## src/rtl/sh3ce_pkg.sv

```systemverilog
`default_nettype none
package sh3ce_pkg;

   localparam int SH_DEGREE_DEF   = 3;
   localparam int QUEUE_DEPTH_DEF = 4;

   localparam int IDX_W      = 4;
   localparam int COEF_W     = 16;
   localparam int POS_W      = 32;
   localparam int DIR_W      = 16;
   localparam int SUM_W      = 32;
   localparam int COLOR_W    = 16;
   localparam int K_W        = 34;
   localparam int INNER_W    = 36;
   localparam int POLY_W     = 38;
   localparam int BASIS_W    = 36;
   localparam int REQ_DATA_W = 152;
   localparam int RSP_DATA_W = 48;
   localparam int CSR_ADDR_W = 2;

   localparam logic [CSR_ADDR_W-1:0] CSR_CAM_X = 2'd0;
   localparam logic [CSR_ADDR_W-1:0] CSR_CAM_Y = 2'd1;
   localparam logic [CSR_ADDR_W-1:0] CSR_CAM_Z = 2'd2;

   // One coefficient on its way from the front to the back
   typedef struct packed {
      logic [IDX_W-1:0]         idx;
      logic signed [COEF_W-1:0] coef_r;
      logic signed [COEF_W-1:0] coef_g;
      logic signed [COEF_W-1:0] coef_b;
      logic signed [DIR_W-1:0]  dir_x;
      logic signed [DIR_W-1:0]  dir_y;
      logic signed [DIR_W-1:0]  dir_z;
      logic                     zero_dir;
   } entry_type;

   typedef struct packed {
      logic full;
      logic empty;
   } queue_status_type;

   typedef enum logic [2:0] {
      FR_IDLE, FR_NORM, FR_SQ, FR_ROOT, FR_DSET, FR_DIV, FR_PUSH
   } front_state_type;

   typedef enum logic [3:0] {
      BK_IDLE, BK_SQR, BK_INNER, BK_POLY, BK_KLO, BK_KHI, BK_BASIS, BK_ACC, BK_EMIT
   } back_state_type;

   // Basis scale factors, Q.30
   function automatic logic signed [K_W-1:0] k_coef(input logic [IDX_W-1:0] idx);
      logic signed [K_W-1:0] k;
      case (idx)
         4'd0:    k = 34'sd302896976;
         4'd1:    k = -34'sd524632952;
         4'd2:    k = 34'sd524632952;
         4'd3:    k = -34'sd524632952;
         4'd4:    k = 34'sd1173114945;
         4'd5:    k = -34'sd1173114945;
         4'd6:    k = 34'sd338649115;
         4'd7:    k = -34'sd1173114945;
         4'd8:    k = 34'sd586557472;
         4'd9:    k = -34'sd633554481;
         4'd10:   k = 34'sd3103770403;
         4'd11:   k = -34'sd490749190;
         4'd12:   k = 34'sd400695036;
         4'd13:   k = -34'sd490749190;
         4'd14:   k = 34'sd1551885202;
         default: k = -34'sd633554481;
      endcase
      return k;
   endfunction

endpackage
`default_nettype wire

```

## src/rtl/sh3ce_queue.sv

```systemverilog
`default_nettype none
module sh3ce_queue #(
   parameter int DEPTH = 4
) (
   input  logic                         clock,
   input  logic                         reset,
   input  logic                         push_valid,
   input  sh3ce_pkg::entry_type         push_entry,
   input  logic                         pop,
   output sh3ce_pkg::entry_type         pop_entry,
   output sh3ce_pkg::queue_status_type  status
);
   import sh3ce_pkg::*;

   localparam int AW = (DEPTH > 1) ? $clog2(DEPTH) : 1;
   localparam int CW = $clog2(DEPTH + 1);

   entry_type       mem_ff [DEPTH];
   logic [AW-1:0]   wr_ff, wr_in, rd_ff, rd_in;
   logic [CW-1:0]   cnt_ff, cnt_in;
   logic            do_push, do_pop;
   logic            is_full, is_empty;

   assign is_full   = (cnt_ff == CW'(DEPTH));
   assign is_empty  = (cnt_ff == '0);
   assign status    = '{full: is_full, empty: is_empty};
   assign do_push   = push_valid && !is_full;
   assign do_pop    = pop && !is_empty;
   assign pop_entry = mem_ff[rd_ff];

   // Advance pointers with wrap, track fill level
   always_comb begin
      wr_in  = wr_ff;
      rd_in  = rd_ff;
      cnt_in = cnt_ff;
      if (do_push) wr_in = (wr_ff == AW'(DEPTH - 1)) ? '0 : wr_ff + 1'b1;
      if (do_pop)  rd_in = (rd_ff == AW'(DEPTH - 1)) ? '0 : rd_ff + 1'b1;
      if (do_push && !do_pop) cnt_in = cnt_ff + 1'b1;
      else if (do_pop && !do_push) cnt_in = cnt_ff - 1'b1;
   end

   always_ff @(posedge clock) begin
      if (reset) begin
         wr_ff  <= '0;
         rd_ff  <= '0;
         cnt_ff <= '0;
      end else begin
         wr_ff  <= wr_in;
         rd_ff  <= rd_in;
         cnt_ff <= cnt_in;
      end
   end

   // Store entries
   always_ff @(posedge clock) begin
      if (do_push) mem_ff[wr_ff] <= push_entry;
   end

endmodule
`default_nettype wire

```

## config.mk

```make
export PLATFORM = sky130hd
export DESIGN_NAME = sh3ce_queue
export DESIGN_NICKNAME = d
export VERILOG_FILES = /design/src/rtl/sh3ce_pkg.sv /design/src/rtl/sh3ce_queue.sv
export SDC_FILE = /design/constraint.sdc
export NUM_CORES = 1
export LEC_CHECK = 0
export ABC_AREA = 0
export BUFFER_PORTS_ARGS = -buffer_cell sky130_fd_sc_hd__clkbuf_2
export CAP_MARGIN = 20
export CORE_ASPECT_RATIO = 1.5
export CORE_MARGIN = 2
export CORE_UTILIZATION = 30
export CTS_CLUSTER_SIZE = 40
export DETAILED_ROUTE_END_ITERATION = 6
export GPL_TIMING_DRIVEN = 0
export HOLD_SLACK_MARGIN = 0.1
export PLACE_DENSITY_LB_ADDON = 0.15
export SYNTH_ARGS = -nofsm -noshare
export SYNTH_HDL_FRONTEND = slang
export SYNTH_SLANG_ARGS = --single-unit
export TNS_END_PERCENT = 50
```

## constraint.sdc

```tcl
create_clock -name clock -period 4.24 [get_ports clock]
set_input_delay 0.848 -clock clock [delete_from_list [all_inputs] [get_ports clock]]
set_output_delay 0.848 -clock clock [all_outputs]
set_load 0.01 [all_outputs]
```

==> results by group <==
Final layout
  – Nets@finish: 947
  – Ant. Diodes: 0
  – Layout cells sized above 1: 0.4565
  – Layout fillers: 4,628
  – Final Cell Area: 18,390 µm²
  – Area Overhead vs Synth: 21.84%
  – Non-Filler Instances: 1,526
  – Final Util: 0.3702

Flow run
  – Max-Cap Viols: 0

Die
  – Initial Util: 0.3038
  – Die H: 278.7 µm
  – Row cnt: 100
  – Core area: 49,670 µm²
  – Die width: 187.1 µm
  – # IOs: 208
  – Die footprint: 52,150 µm²

Placed design
  – Dpl cells: 1,456
  – DP Worst Slack: 1168 ps
  – Area after DPL: 17,190 µm²
  – RePlAce Congestion: 0.6824
  – Port bufs: 206
  – Final HPWL DP: 19,160 µm

Synthesis
  – Netlist cell types: 26
  – Top-count cell post-synth: edfxtp_1
  – Synth Area per Inst: 26.06 µm²
  – Number of synthesized flops with an enable pin: 404
  – Yosys warns: 0
  – Sequential fraction of the synthesis area: 0.8159
  – Mapped Area: 15,090 µm²
  – Async S/R FF share, synth: 0
  – Top cell type's share of synthesized area: 0.8039
  – Mapped Nets: 691
  – Synth area leaders: edfxtp_1 (80%), mux4_2 (15%), dfxtp_1 (1.2%)
  – Post-synth top flop: edfxtp_1
  – Cells after Synth: 579
  – Yosys top cell by area: edfxtp_1
  – Yosys reg bits: 413
  – Post-synth top cells: edfxtp_1 (404), mux4_2 (101), buf_2 (10), buf_6 (10), dfxtp_1 (9)

Global routing
  – Overflow left after global routing: 0
  – Largest net degree at the start of global routing: 50
  – First-pass GRT wire length: 47,600 µm
  – GRT Total Usage: 0.1219
  – Initial antenna violation count: 0
  – Number of global-route vias before repair: 7,593

Setup path
  – Delay-heaviest family, CP: buffers and inverters
  – R2r startpoint: cnt_ff[0]
  – Critical Path AT: 2670 ps
  – CP Cell Sequence: clkbuf_1, buf_2, mux4_2, clkbuf_2
  – Max incr delay on CP: 780 ps
  – Worst R2R End: cnt_ff[2]
  – Crit path launch type: register
  – Worst path required time: 3390 ps
  – Buf/Inv on CP: 3
  – Kind of critical path: register to output pin
  – FF-to-FF setup slack: 2030 ps
  – R2R cell count: 10
  – Crit. End Element: output pin
  – Crit-path slowest cell: clkbuf_1
  – CP Max Fanout: 10

Power
  – Peak supply drop: 0.0003075 V
  – Power per cell area: 580.0 nW/µm²
  – Sequential share of power: 0.471
  – Leak Pwr: 6.122 nW
  – Clk pwr share: 0.312
  – Comb power frac: 0.217
  – Psw: 2.765 mW
  – Int Power: 7.900 mW
  – Overall Power: 10.66 mW
  – Sw Share: 0.2593

Timing
  – Setup Skew: 9.653 ps
  – RSZ-0062 raised after global routing: no
  – Fin Setup TNS: 0 ps
  – Hold Slack: 506.4 ps
  – F_max: 284.0 MHz
  – Part of the cycle the worst path needs: 0.8303
  – Final WS setup: 719.3 ps
  – Slew margin rel.: 0.2940
  – Slew @ Worst Pin: 1059 ps
  – Slew Limit Fails: 0
  – Crit path time final: 3521 ps
  – Final setup violation count: 0
  – Final hold violations: 0

Detailed routing
  – 1st-iter DRT viols: 362
  – Pre-Repair DR Iteration Count: 6
  – DR vias: 6,804
  – Residual DRC: 0
  – Final WL: 31,420 µm
  – Antenna viol nets, final: 0
  – Vias/cell: 4.459
  – Drt wl/cell: 20.59 µm

CTS
  – TritonCTS Buffers: 40
  – Clock insertion delay at the later pin of the skew report: 530 ps
  – Clock sinks: 413
  – CTS max path bufs: 3
  – Reg clk slew, reported paths: 60 ps
  – CTS-repair resized insts: 0
  – H-tree depth: 2
  – Hold_buf cts: 0
  – CTS tree: yes
  – Clock root buffer: clkbuf_16
  – Setup bufs post-CTS: 0

Worst hold path
  – Worst Min Path Start: rd_ff[0]
  – WHS Path Cells: 2
  – Hold Crit Class: register to register
  – Hold EP: rd_ff[0]

Run status
  – Outcome: completed
## final cells by class
cell class                      instances  area, µm²  area share
Tap cell                              663      829.5     0.04512
Sequential cell                       413      12310      0.6696
Buffer                                 26      196.4     0.01068
Timing Repair Buffer                  214       1251     0.06805
Clock buffer                           50       1060     0.05764
Inverter                                5      37.54    0.002042
Clock inverter                         20      135.1    0.007349
Multi-Input combinational cell        135       2565      0.1395
## power by group through the flow
stage                     clock network [mW]  registers (mW)  logic, mW
final                                   3.33            5.02       2.31
after global routing                    3.60            5.06       2.53
after CTS                               3.46            5.03       2.43
after detailed placement                   0            5.12       2.42
after global placement                     0            5.20       2.35
after floorplan                            0            5.12       1.44
## worst max path at each step
| stage | startpoint | slack [ps] | cells past startpoint | end |
|---|---|---|---|---|
| 4_1_cts | register | 570 | 4 | pop_entry[89] |
| 2_1_floorplan | push_valid | 530 | 1 | mem_ff[3][0] |
| 3_3_place_gp | push_valid | -2080 | 2 | mem_ff[1][75] |
| 3_5_place_dp | register | 1170 | 4 | pop_entry[89] |
| 6_report | register | 720 | 4 | pop_entry[89] |
| 5_1_grt | register | 540 | 4 | pop_entry[89] |
## layer usage
| metal | GRT usage | vias to the layer above | part of all wire |
|---|---|---|---|
| met2 | 0.2211 | 158 | 0.53 |
| met3 | 0.02728 | 49 | 0.053 |
| met4 | 0.04355 | 0 | 0.027 |
| met1 | 0.1408 | 3584 | 0.39 |
| li1 | - | 3013 | - |
| met5 | 0 | - | 0 |
## cells in the final DEF (no fill, tap or decap), drive strengths merged, types with 3 or more instances in the layout
cell and n:
dfxtp 9, and3 4, edfxtp 404, buf 31
clkbuf 259, bufinv 3, ha 6, nor2 4
inv 3, mux4 101, a21oi 3, clkinv 18
## sequential cells by signal (all words and copies together) (netlist names), named ones only
| name | count |
|---|---|
| cnt_ff | 3 |
| mem_ff | 404 |
| rd_ff | 2 |
| wr_ff | 2 |
## kinds of logic after synthesis
family / count (synthesis) / synth area share
buffers and inverters: 31 / 0.01550
AND/OR/NAND/NOR: 16 / 0.005804
flip-flops: 413 / 0.8159
adder cells (fa/ha/maj): 7 / 0.006301
XOR/XNOR: 2 / 0.001161
multiplexers: 103 / 0.1521
AO/OA/AOI/OAI: 7 / 0.003315
## worst register-to-register path, delay by kind of cell (launching register included)
kind | cells | cell delay (ps)
buf+inv | 3 | 240
simple gates | 3 | 600
flops | 1 | 450
fa+ha+maj | 2 | 570
compound gates | 1 | 130
xor+xnor | 1 | 150
(Power assumes the default switching activity.)
