### src/rtl/sh3ce_pkg.sv
`default_nettype none
package sh3ce_pkg;

   localparam int SH_DEGREE_DEF   = 3;
   localparam int QUEUE_DEPTH_DEF = 4;

   localparam int IDX_W      = 4;
   localparam int COEF_W     = 16;
   localparam int POS_W      = 32;
   localparam int DIR_W      = 16;
   localparam int SUM_W      = 32;
   localparam int COLOR_W    = 16;
   localparam int K_W        = 34;
   localparam int INNER_W    = 36;
   localparam int POLY_W     = 38;
   localparam int BASIS_W    = 36;
   localparam int REQ_DATA_W = 152;
   localparam int RSP_DATA_W = 48;
   localparam int CSR_ADDR_W = 2;

   localparam logic [CSR_ADDR_W-1:0] CSR_CAM_X = 2'd0;
   localparam logic [CSR_ADDR_W-1:0] CSR_CAM_Y = 2'd1;
   localparam logic [CSR_ADDR_W-1:0] CSR_CAM_Z = 2'd2;

   // One coefficient on its way from the front to the back
   typedef struct packed {
      logic [IDX_W-1:0]         idx;
      logic signed [COEF_W-1:0] coef_r;
      logic signed [COEF_W-1:0] coef_g;
      logic signed [COEF_W-1:0] coef_b;
      logic signed [DIR_W-1:0]  dir_x;
      logic signed [DIR_W-1:0]  dir_y;
      logic signed [DIR_W-1:0]  dir_z;
      logic                     zero_dir;
   } entry_type;

   typedef struct packed {
      logic full;
      logic empty;
   } queue_status_type;

   typedef enum logic [2:0] {
      FR_IDLE, FR_NORM, FR_SQ, FR_ROOT, FR_DSET, FR_DIV, FR_PUSH
   } front_state_type;

   typedef enum logic [3:0] {
      BK_IDLE, BK_SQR, BK_INNER, BK_POLY, BK_KLO, BK_KHI, BK_BASIS, BK_ACC, BK_EMIT
   } back_state_type;

   // Basis scale factors, Q.30
   function automatic logic signed [K_W-1:0] k_coef(input logic [IDX_W-1:0] idx);
      logic signed [K_W-1:0] k;
      case (idx)
         4'd0:    k = 34'sd302896976;
         4'd1:    k = -34'sd524632952;
         4'd2:    k = 34'sd524632952;
         4'd3:    k = -34'sd524632952;
         4'd4:    k = 34'sd1173114945;
         4'd5:    k = -34'sd1173114945;
         4'd6:    k = 34'sd338649115;
         4'd7:    k = -34'sd1173114945;
         4'd8:    k = 34'sd586557472;
         4'd9:    k = -34'sd633554481;
         4'd10:   k = 34'sd3103770403;
         4'd11:   k = -34'sd490749190;
         4'd12:   k = 34'sd400695036;
         4'd13:   k = -34'sd490749190;
         4'd14:   k = 34'sd1551885202;
         default: k = -34'sd633554481;
      endcase
      return k;
   endfunction

endpackage
`default_nettype wire

### src/rtl/sh3ce_front.sv
`default_nettype none
module sh3ce_front #(
   parameter int SH_DEGREE = 3
) (
   input  logic                                   clock,
   input  logic                                   reset,
   input  logic signed [sh3ce_pkg::POS_W-1:0]     cam_x,
   input  logic signed [sh3ce_pkg::POS_W-1:0]     cam_y,
   input  logic signed [sh3ce_pkg::POS_W-1:0]     cam_z,
   input  logic                                   req_valid,
   output logic                                   req_ready,
   input  logic signed [sh3ce_pkg::POS_W-1:0]     pos_x,
   input  logic signed [sh3ce_pkg::POS_W-1:0]     pos_y,
   input  logic signed [sh3ce_pkg::POS_W-1:0]     pos_z,
   input  logic [sh3ce_pkg::IDX_W-1:0]            coef_index,
   input  logic signed [sh3ce_pkg::COEF_W-1:0]    coef_r,
   input  logic signed [sh3ce_pkg::COEF_W-1:0]    coef_g,
   input  logic signed [sh3ce_pkg::COEF_W-1:0]    coef_b,
   output logic                                   push_valid,
   output sh3ce_pkg::entry_type                   push_entry,
   input  sh3ce_pkg::queue_status_type            q_status
);
   import sh3ce_pkg::*;

   localparam int LAST = (SH_DEGREE + 1) * (SH_DEGREE + 1) - 1;
   localparam logic [IDX_W-1:0] LAST_IDX = IDX_W'(LAST);

   front_state_type         state_ff, state_in;
   logic [32:0]             a_ff [3];
   logic [32:0]             a_in [3];
   logic                    neg_ff [3];
   logic                    neg_in [3];
   logic signed [DIR_W-1:0] dir_ff [3];
   logic signed [DIR_W-1:0] dir_in [3];
   entry_type               ent_ff, ent_in;
   logic                    zero_ff, zero_in;
   logic [63:0]             sq_ff, sq_in;
   logic [1:0]              axis_ff, axis_in;
   logic [63:0]             n_ff, n_in, r_ff, r_in, bit_ff, bit_in;
   logic [46:0]             num_ff, num_in, dsh_ff, dsh_in;
   logic [3:0]              cnt_ff, cnt_in;
   logic [15:0]             q_ff, q_in;

   logic signed [32:0]      d [3];
   logic [32:0]             abs_d [3];
   logic                    accept, any_big, any_29, all_zero, ge;
   logic [29:0]             a_sel;
   logic [59:0]             sq_term;
   logic [63:0]             sq_sum, rb;
   logic [15:0]             q_new, q_sat;

   // Offset from camera and its magnitude per axis
   assign d[0] = {pos_x[POS_W-1], pos_x} - {cam_x[POS_W-1], cam_x};
   assign d[1] = {pos_y[POS_W-1], pos_y} - {cam_y[POS_W-1], cam_y};
   assign d[2] = {pos_z[POS_W-1], pos_z} - {cam_z[POS_W-1], cam_z};
   always_comb begin
      for (int i = 0; i < 3; i++) abs_d[i] = d[i][32] ? 33'(-d[i]) : 33'(d[i]);
   end

   assign accept   = req_valid && req_ready;
   assign any_big  = (|a_ff[0][32:30]) | (|a_ff[1][32:30]) | (|a_ff[2][32:30]);
   assign any_29   = a_ff[0][29] | a_ff[1][29] | a_ff[2][29];
   assign all_zero = (a_ff[0] == '0) && (a_ff[1] == '0) && (a_ff[2] == '0);
   assign a_sel    = a_ff[axis_ff][29:0];
   assign sq_term  = a_sel * a_sel;
   assign sq_sum   = sq_ff + 64'(sq_term);
   assign rb       = r_ff + bit_ff;
   assign ge       = (num_ff >= dsh_ff);
   assign q_new    = q_ff | (ge ? (16'd1 << cnt_ff) : 16'd0);
   assign q_sat    = (q_new > 16'd32767) ? 16'd32767 : q_new;

   // Next state
   always_comb begin
      state_in = state_ff;
      unique case (state_ff)
         FR_IDLE: if (accept && coef_index == '0) state_in = FR_NORM;
         FR_NORM: begin
            if (all_zero) state_in = FR_PUSH;
            else if (!any_big && any_29) state_in = FR_SQ;
         end
         FR_SQ:   if (axis_ff == 2'd2) state_in = FR_ROOT;
         FR_ROOT: if (bit_ff == 64'd1) state_in = FR_DSET;
         FR_DSET: state_in = FR_DIV;
         FR_DIV:  if (cnt_ff == '0) state_in = (axis_ff == 2'd2) ? FR_PUSH : FR_DSET;
         FR_PUSH: if (!q_status.full) state_in = FR_IDLE;
         default: state_in = FR_IDLE;
      endcase
   end

   // Handshake and queue writes
   always_comb begin
      req_ready  = 1'b0;
      push_valid = 1'b0;
      push_entry = ent_ff;
      push_entry.dir_x    = dir_ff[0];
      push_entry.dir_y    = dir_ff[1];
      push_entry.dir_z    = dir_ff[2];
      push_entry.zero_dir = zero_ff;
      unique case (state_ff)
         FR_IDLE: begin
            req_ready  = !q_status.full;
            push_valid = accept && coef_index != '0 && coef_index <= LAST_IDX;
            push_entry = '{idx: coef_index, coef_r: coef_r, coef_g: coef_g,
                           coef_b: coef_b, dir_x: '0, dir_y: '0, dir_z: '0,
                           zero_dir: 1'b0};
         end
         FR_PUSH: push_valid = !q_status.full;
         default: ;
      endcase
   end

   // Direction datapath: shift to range, sum squares, root, divide
   always_comb begin
      a_in = a_ff;  neg_in = neg_ff;  dir_in = dir_ff;  ent_in = ent_ff;
      zero_in = zero_ff;  sq_in = sq_ff;  axis_in = axis_ff;
      n_in = n_ff;  r_in = r_ff;  bit_in = bit_ff;
      num_in = num_ff;  dsh_in = dsh_ff;  cnt_in = cnt_ff;  q_in = q_ff;
      case (state_ff)
         FR_IDLE: if (accept && coef_index == '0) begin
            for (int i = 0; i < 3; i++) begin
               a_in[i]   = abs_d[i];
               neg_in[i] = d[i][32];
            end
            ent_in = '{idx: coef_index, coef_r: coef_r, coef_g: coef_g, coef_b: coef_b,
                       dir_x: '0, dir_y: '0, dir_z: '0, zero_dir: 1'b0};
         end
         FR_NORM: begin
            if (all_zero) begin
               for (int i = 0; i < 3; i++) dir_in[i] = '0;
               zero_in = 1'b1;
            end else if (any_big) begin
               for (int i = 0; i < 3; i++) a_in[i] = a_ff[i] >> 1;
            end else if (!any_29) begin
               for (int i = 0; i < 3; i++) a_in[i] = a_ff[i] << 1;
            end else begin
               zero_in = 1'b0;
               sq_in   = '0;
               axis_in = '0;
            end
         end
         FR_SQ: begin
            sq_in   = sq_sum;
            axis_in = axis_ff + 1'b1;
            if (axis_ff == 2'd2) begin
               n_in   = sq_sum;
               r_in   = '0;
               bit_in = 64'd1 << 62;
            end
         end
         FR_ROOT: begin
            if (n_ff >= rb) begin
               n_in = n_ff - rb;
               r_in = (r_ff >> 1) + bit_ff;
            end else begin
               r_in = r_ff >> 1;
            end
            bit_in = bit_ff >> 2;
            axis_in = '0;
         end
         FR_DSET: begin
            num_in = 47'({a_sel, 15'd0}) + 47'(r_ff[30:1]);
            dsh_in = {1'b0, r_ff[30:0], 15'd0};
            cnt_in = 4'd15;
            q_in   = '0;
         end
         FR_DIV: begin
            if (ge) num_in = num_ff - dsh_ff;
            dsh_in = dsh_ff >> 1;
            cnt_in = cnt_ff - 1'b1;
            q_in   = q_new;
            if (cnt_ff == '0) begin
               dir_in[axis_ff] = neg_ff[axis_ff] ? -$signed(q_sat) : $signed(q_sat);
               axis_in = axis_ff + 1'b1;
            end
         end
         default: ;
      endcase
   end

   always_ff @(posedge clock) begin
      if (reset) state_ff <= FR_IDLE;
      else       state_ff <= state_in;
   end

   always_ff @(posedge clock) begin
      a_ff <= a_in;  neg_ff <= neg_in;  dir_ff <= dir_in;  ent_ff <= ent_in;
      zero_ff <= zero_in;  sq_ff <= sq_in;  axis_ff <= axis_in;
      n_ff <= n_in;  r_ff <= r_in;  bit_ff <= bit_in;
      num_ff <= num_in;  dsh_ff <= dsh_in;  cnt_ff <= cnt_in;  q_ff <= q_in;
   end

endmodule
`default_nettype wire

### config.mk
export PLATFORM = sky130hd
export DESIGN_NAME = sh3ce_front
export DESIGN_NICKNAME = d
export VERILOG_FILES = /design/src/rtl/sh3ce_pkg.sv /design/src/rtl/sh3ce_front.sv
export SDC_FILE = /design/constraint.sdc
export NUM_CORES = 2
export LEC_CHECK = 0
export BUFFER_PORTS_ARGS = -buffer_cell sky130_fd_sc_hd__buf_2
export CAP_MARGIN = 30
export CORE_ASPECT_RATIO = 2
export CORE_MARGIN = 4
export CORE_UTILIZATION = 45
export DETAILED_ROUTE_END_ITERATION = 10
export PLACE_DENSITY = 0.6
export SKIP_CTS_REPAIR_TIMING = 1
export SLEW_MARGIN = 20
export SYNTH_ARGS = -nofsm -noshare
export SYNTH_HDL_FRONTEND = slang
export SYNTH_SLANG_ARGS = --single-unit
### constraint.sdc
create_clock -name clock -period 9.1 [get_ports clock]
set_input_delay 0.455 -clock clock [delete_from_list [all_inputs] [get_ports clock]]
set_output_delay 0.455 -clock clock [all_outputs]
set_load 0.01 [all_outputs]
==> flow_summary_export.csv <==
group,metric,value,unit
timing,slew_headroom,32.4,%
setup_path,cpMostUsedCell,"fa_1",
global_routing,grt_first_pass_wirelength,375000,um
route,viasPerCell,5.61,
synthesis,yosysTopAreaCell,"edfxtp_1",
die,die_y,568,um
synthesis,synth_top_area_share,23.0,%
run_status,outcome,"finished clean",
setup_path,cp_num_buf_inv,10,
clock_network,cts_tree,"yes",
die,dieArea,0.164,sq mm
route,wl_per_cell,23.2,um
synthesis,synth-edff-count,542,
setup_path,crit_cells,35,
final_layout,drive_gt1_share,16.9,%
synthesis,netlist_area,0.0707,sq mm
route,dr.pass1.iters,8,
timing,rsz0062_at_grt,"yes",
die,start_util,45.3,%
global_routing,grt_pass1_vias,64300,
synthesis,yosysWarnings,0,
place,gp_congestion,1.06,
synthesis,synth-compound-area-share,14.8,%
timing,tns,0,ns
route,num_vias,60900,
synthesis,synth_cell_type_count,105,
global_routing,grt_usage,30.1,%
die,die-width,288,um
clock_network,numCtsBuffers,56,
synthesis,synth.net_count,9477,
setup_path,critPathTopFamily,"adder cells",
worst_hold_path,hold_class,"input port to flip-flop",
setup_path,start_kind,"flip-flop",
synthesis,synth_fa_ha_area_share,31.4,%
clock_network,cts.sinks,545,
timing,finClkSkew,0.0650,ns
synthesis,seq_area_frac_synth,23.1,%
final_layout,n_fill_cell,14600,
setup_path,critPathLaunch,"axis_ff[0]",
setup_path,slowest_delay,0.60,ns
final_layout,nNetsFinal,10300,
route,drc,0,
setup_path,worstSetupPathType,"flip-flop to flip-flop",
timing,setup_viol,0,
timing,fin_crit,9.06,ns
setup_path,r2r-start,"axis_ff[0]",
synthesis,yosys-top-cells-area,"edfxtp_1 (23%), fa_1 (21%), ha_1 (9.9%)",
timing,worst_pin_slew,1.01,ns
clock_network,clk_pin_slew,0.08,ns
route,wl,252000,um
setup_path,worstPathMaxFanout,6,
synthesis,ys_seq_elements,545,
setup_path,worstReg2RegEnd,"n_ff[61]",
setup_path,required,9.52,ns
clock_network,clk_latency,0.73,ns
synthesis,synth_cells,7911,
die,rows,205,
synthesis,synthMuxAreaShare,2.08,%
route,ant_nets,0,
timing,fin_crit_sh,99.6,%
route,drtIter0Drc,3588,
setup_path,cp_slowest_cell,"fa_1",
synthesis,synth.avg_cell_area,8.93,sq um
place,portBuffers,350,
clock_network,clockBufferDepth,3,
setup_path,crit_arrival,9.48,ns
synthesis,yosys.area_share.simple,14.6,%
synthesis,synth.most_common_cell,"inv_1",
global_routing,grt_start_max_net_pins,94,
clock_network,h-tree-depth,2,
global_routing,grt.overflow.total,0,
synthesis,synthFlopType,"edfxtp_1",
setup_path,end_kind,"flip-flop",
setup_path,endpoint,"n_ff[61]",
synthesis,async_flop_share,0,%
run,drv_cap,0,
die,ios,352,
timing,maxClockFrequency,110,MHz
synthesis,synth_top_family_by_area,"adder cells",
synthesis,synthTopCellsByCount,"inv_1 (1212), nand2_1 (795), nor2_1 (770)",
global_routing,antenna_found_initial,4,
place,dp_hpwl,206000,um
synthesis,synth-xor-area-share,5.87,%
timing,drv_slew,0,
final_layout,area_delta_synth_final,18.0,%
clock_network,root_buffer,"clkbuf_16",
timing,hold_violations,0,
setup_path,reg2reg_depth,35,
die,core_area,0.156,sq mm
setup_path,r2r_slack,0.04,ns
-- final cells by class --
cell class / count / area, sq um / share of cell area, %
Timing Repair Buffer: 1074 / 8190 / 9.81
Tap cell: 2070 / 2590 / 3.10
Inverter: 1220 / 4600 / 5.52
Sequential cell: 545 / 16300 / 19.6
Clock buffer: 66 / 1440 / 1.72
Antenna cell: 2 / 5.00 / 0.00600
Clock inverter: 37 / 503 / 0.603
Multi-Input combinational cell: 5845 / 49800 / 59.6
-- worst min-delay path by stage --
stage / end / depth (start not counted) / startpoint / slack (ns)
after floorplan: dsh_ff[32] / 2 / dsh_ff[33] / 0.52
after global placement: dsh_ff[12] / 2 / dsh_ff[13] / 0.54
after detailed placement: dsh_ff[12] / 2 / dsh_ff[13] / 0.56
after CTS: ent_ff[91] / 1 / coef_r[10] / -0.12
after global routing: ent_ff[99] / 1 / coef_index[2] / 0.01
final: ent_ff[99] / 1 / coef_index[2] / 0.03
-- sequential cells by signal, indices dropped and copies added (netlist names) --
signal    count
a_ff         99
neg_ff        3
bit_ff       32
num_ff       47
zero_ff       1
sq_ff        64
n_ff         64
state_ff      3
axis_ff       2
cnt_ff        4
q_ff         16
r_ff         64
dsh_ff       46
ent_ff       52
dir_ff       48
-- per-stage QoR --
step                utilization (%)  std cells  area, sq um  hold WS [ns]  setup slack (ns)
global placement               50.6      10600        78900         0.538            -0.243
global route                   53.5      10900        83400        0.0128            -0.179
CTS                            51.9      10700        80900        -0.115            -0.336
detailed placement             50.6      10600        78900         0.560            -0.295
finish                         53.5      10900        83400        0.0305            0.0363
floorplan                         -       7911        70700         0.522           -0.0532
-- worst register-to-register path, delay by kind of cell (launching register included) --
| kind | cells | cell delay [ns] |
|---|---|---|
| AO/OA/AOI/OAI | 10 | 1.61 |
| multiplexers | 1 | 0.16 |
| adder cells (fa/ha/maj) | 9 | 4.40 |
| flip-flops | 1 | 0.48 |
| AND/OR/NAND/NOR | 4 | 0.66 |
| XOR/XNOR | 1 | 0.15 |
| buffers and inverters | 10 | 1.29 |
-- metal layers --
| metal | share of wire (%) | global-route usage [%] | vias to the layer above |
|---|---|---|---|
| met5 | 0.0052 | 0 | - |
| met4 | 11 | 25.3 | 2 |
| met3 | 4.4 | 3.57 | 885 |
| met2 | 53 | 57.1 | 1944 |
| met1 | 31 | 28.3 | 29800 |
| li1 | - | - | 28300 |
-- placed cells by master, fill, tap and decap left out, types with 25 or more instances in the layout --
master	instances
edfxtp_1	542
a21o_1	169
dlygate4sd3_1	52
o31ai_1	39
nand4_1	74
o21bai_1	53
a31oi_1	178
o21ai_0	336
o211ai_1	28
clkbuf_16	59
fa_1	733
and3_1	88
a211oi_1	69
and2_1	26
nor2_1	733
o21a_1	62
mux2_2	55
nand3_1	83
nor4_1	49
nand2_1	774
or3_1	25
xor2_1	195
nor2b_1	103
a21oi_2	40
buf_12	50
nand2b_1	45
buf_2	351
mux2i_1	77
inv_2	27
nor3_1	104
xnor2_1	273
o21ai_1	27
inv_1	1182
buf_6	36
buf_4	571
a21oi_1	383
ha_1	545
-- cell families after synthesis --
| group | after synthesis |
|---|---|
| xor gates and xnor gates | 474 |
| buffers and inverters | 1521 |
| AOI/OAI and AO/OA | 1630 |
| muxes | 140 |
| adders and majority gates | 1319 |
| and+or+nand+nor | 2282 |
| DFF | 545 |
Power is left out: the tool's default activity adds up to more than one toggle a clock period on the data nets, which glitch-free logic cannot reach.
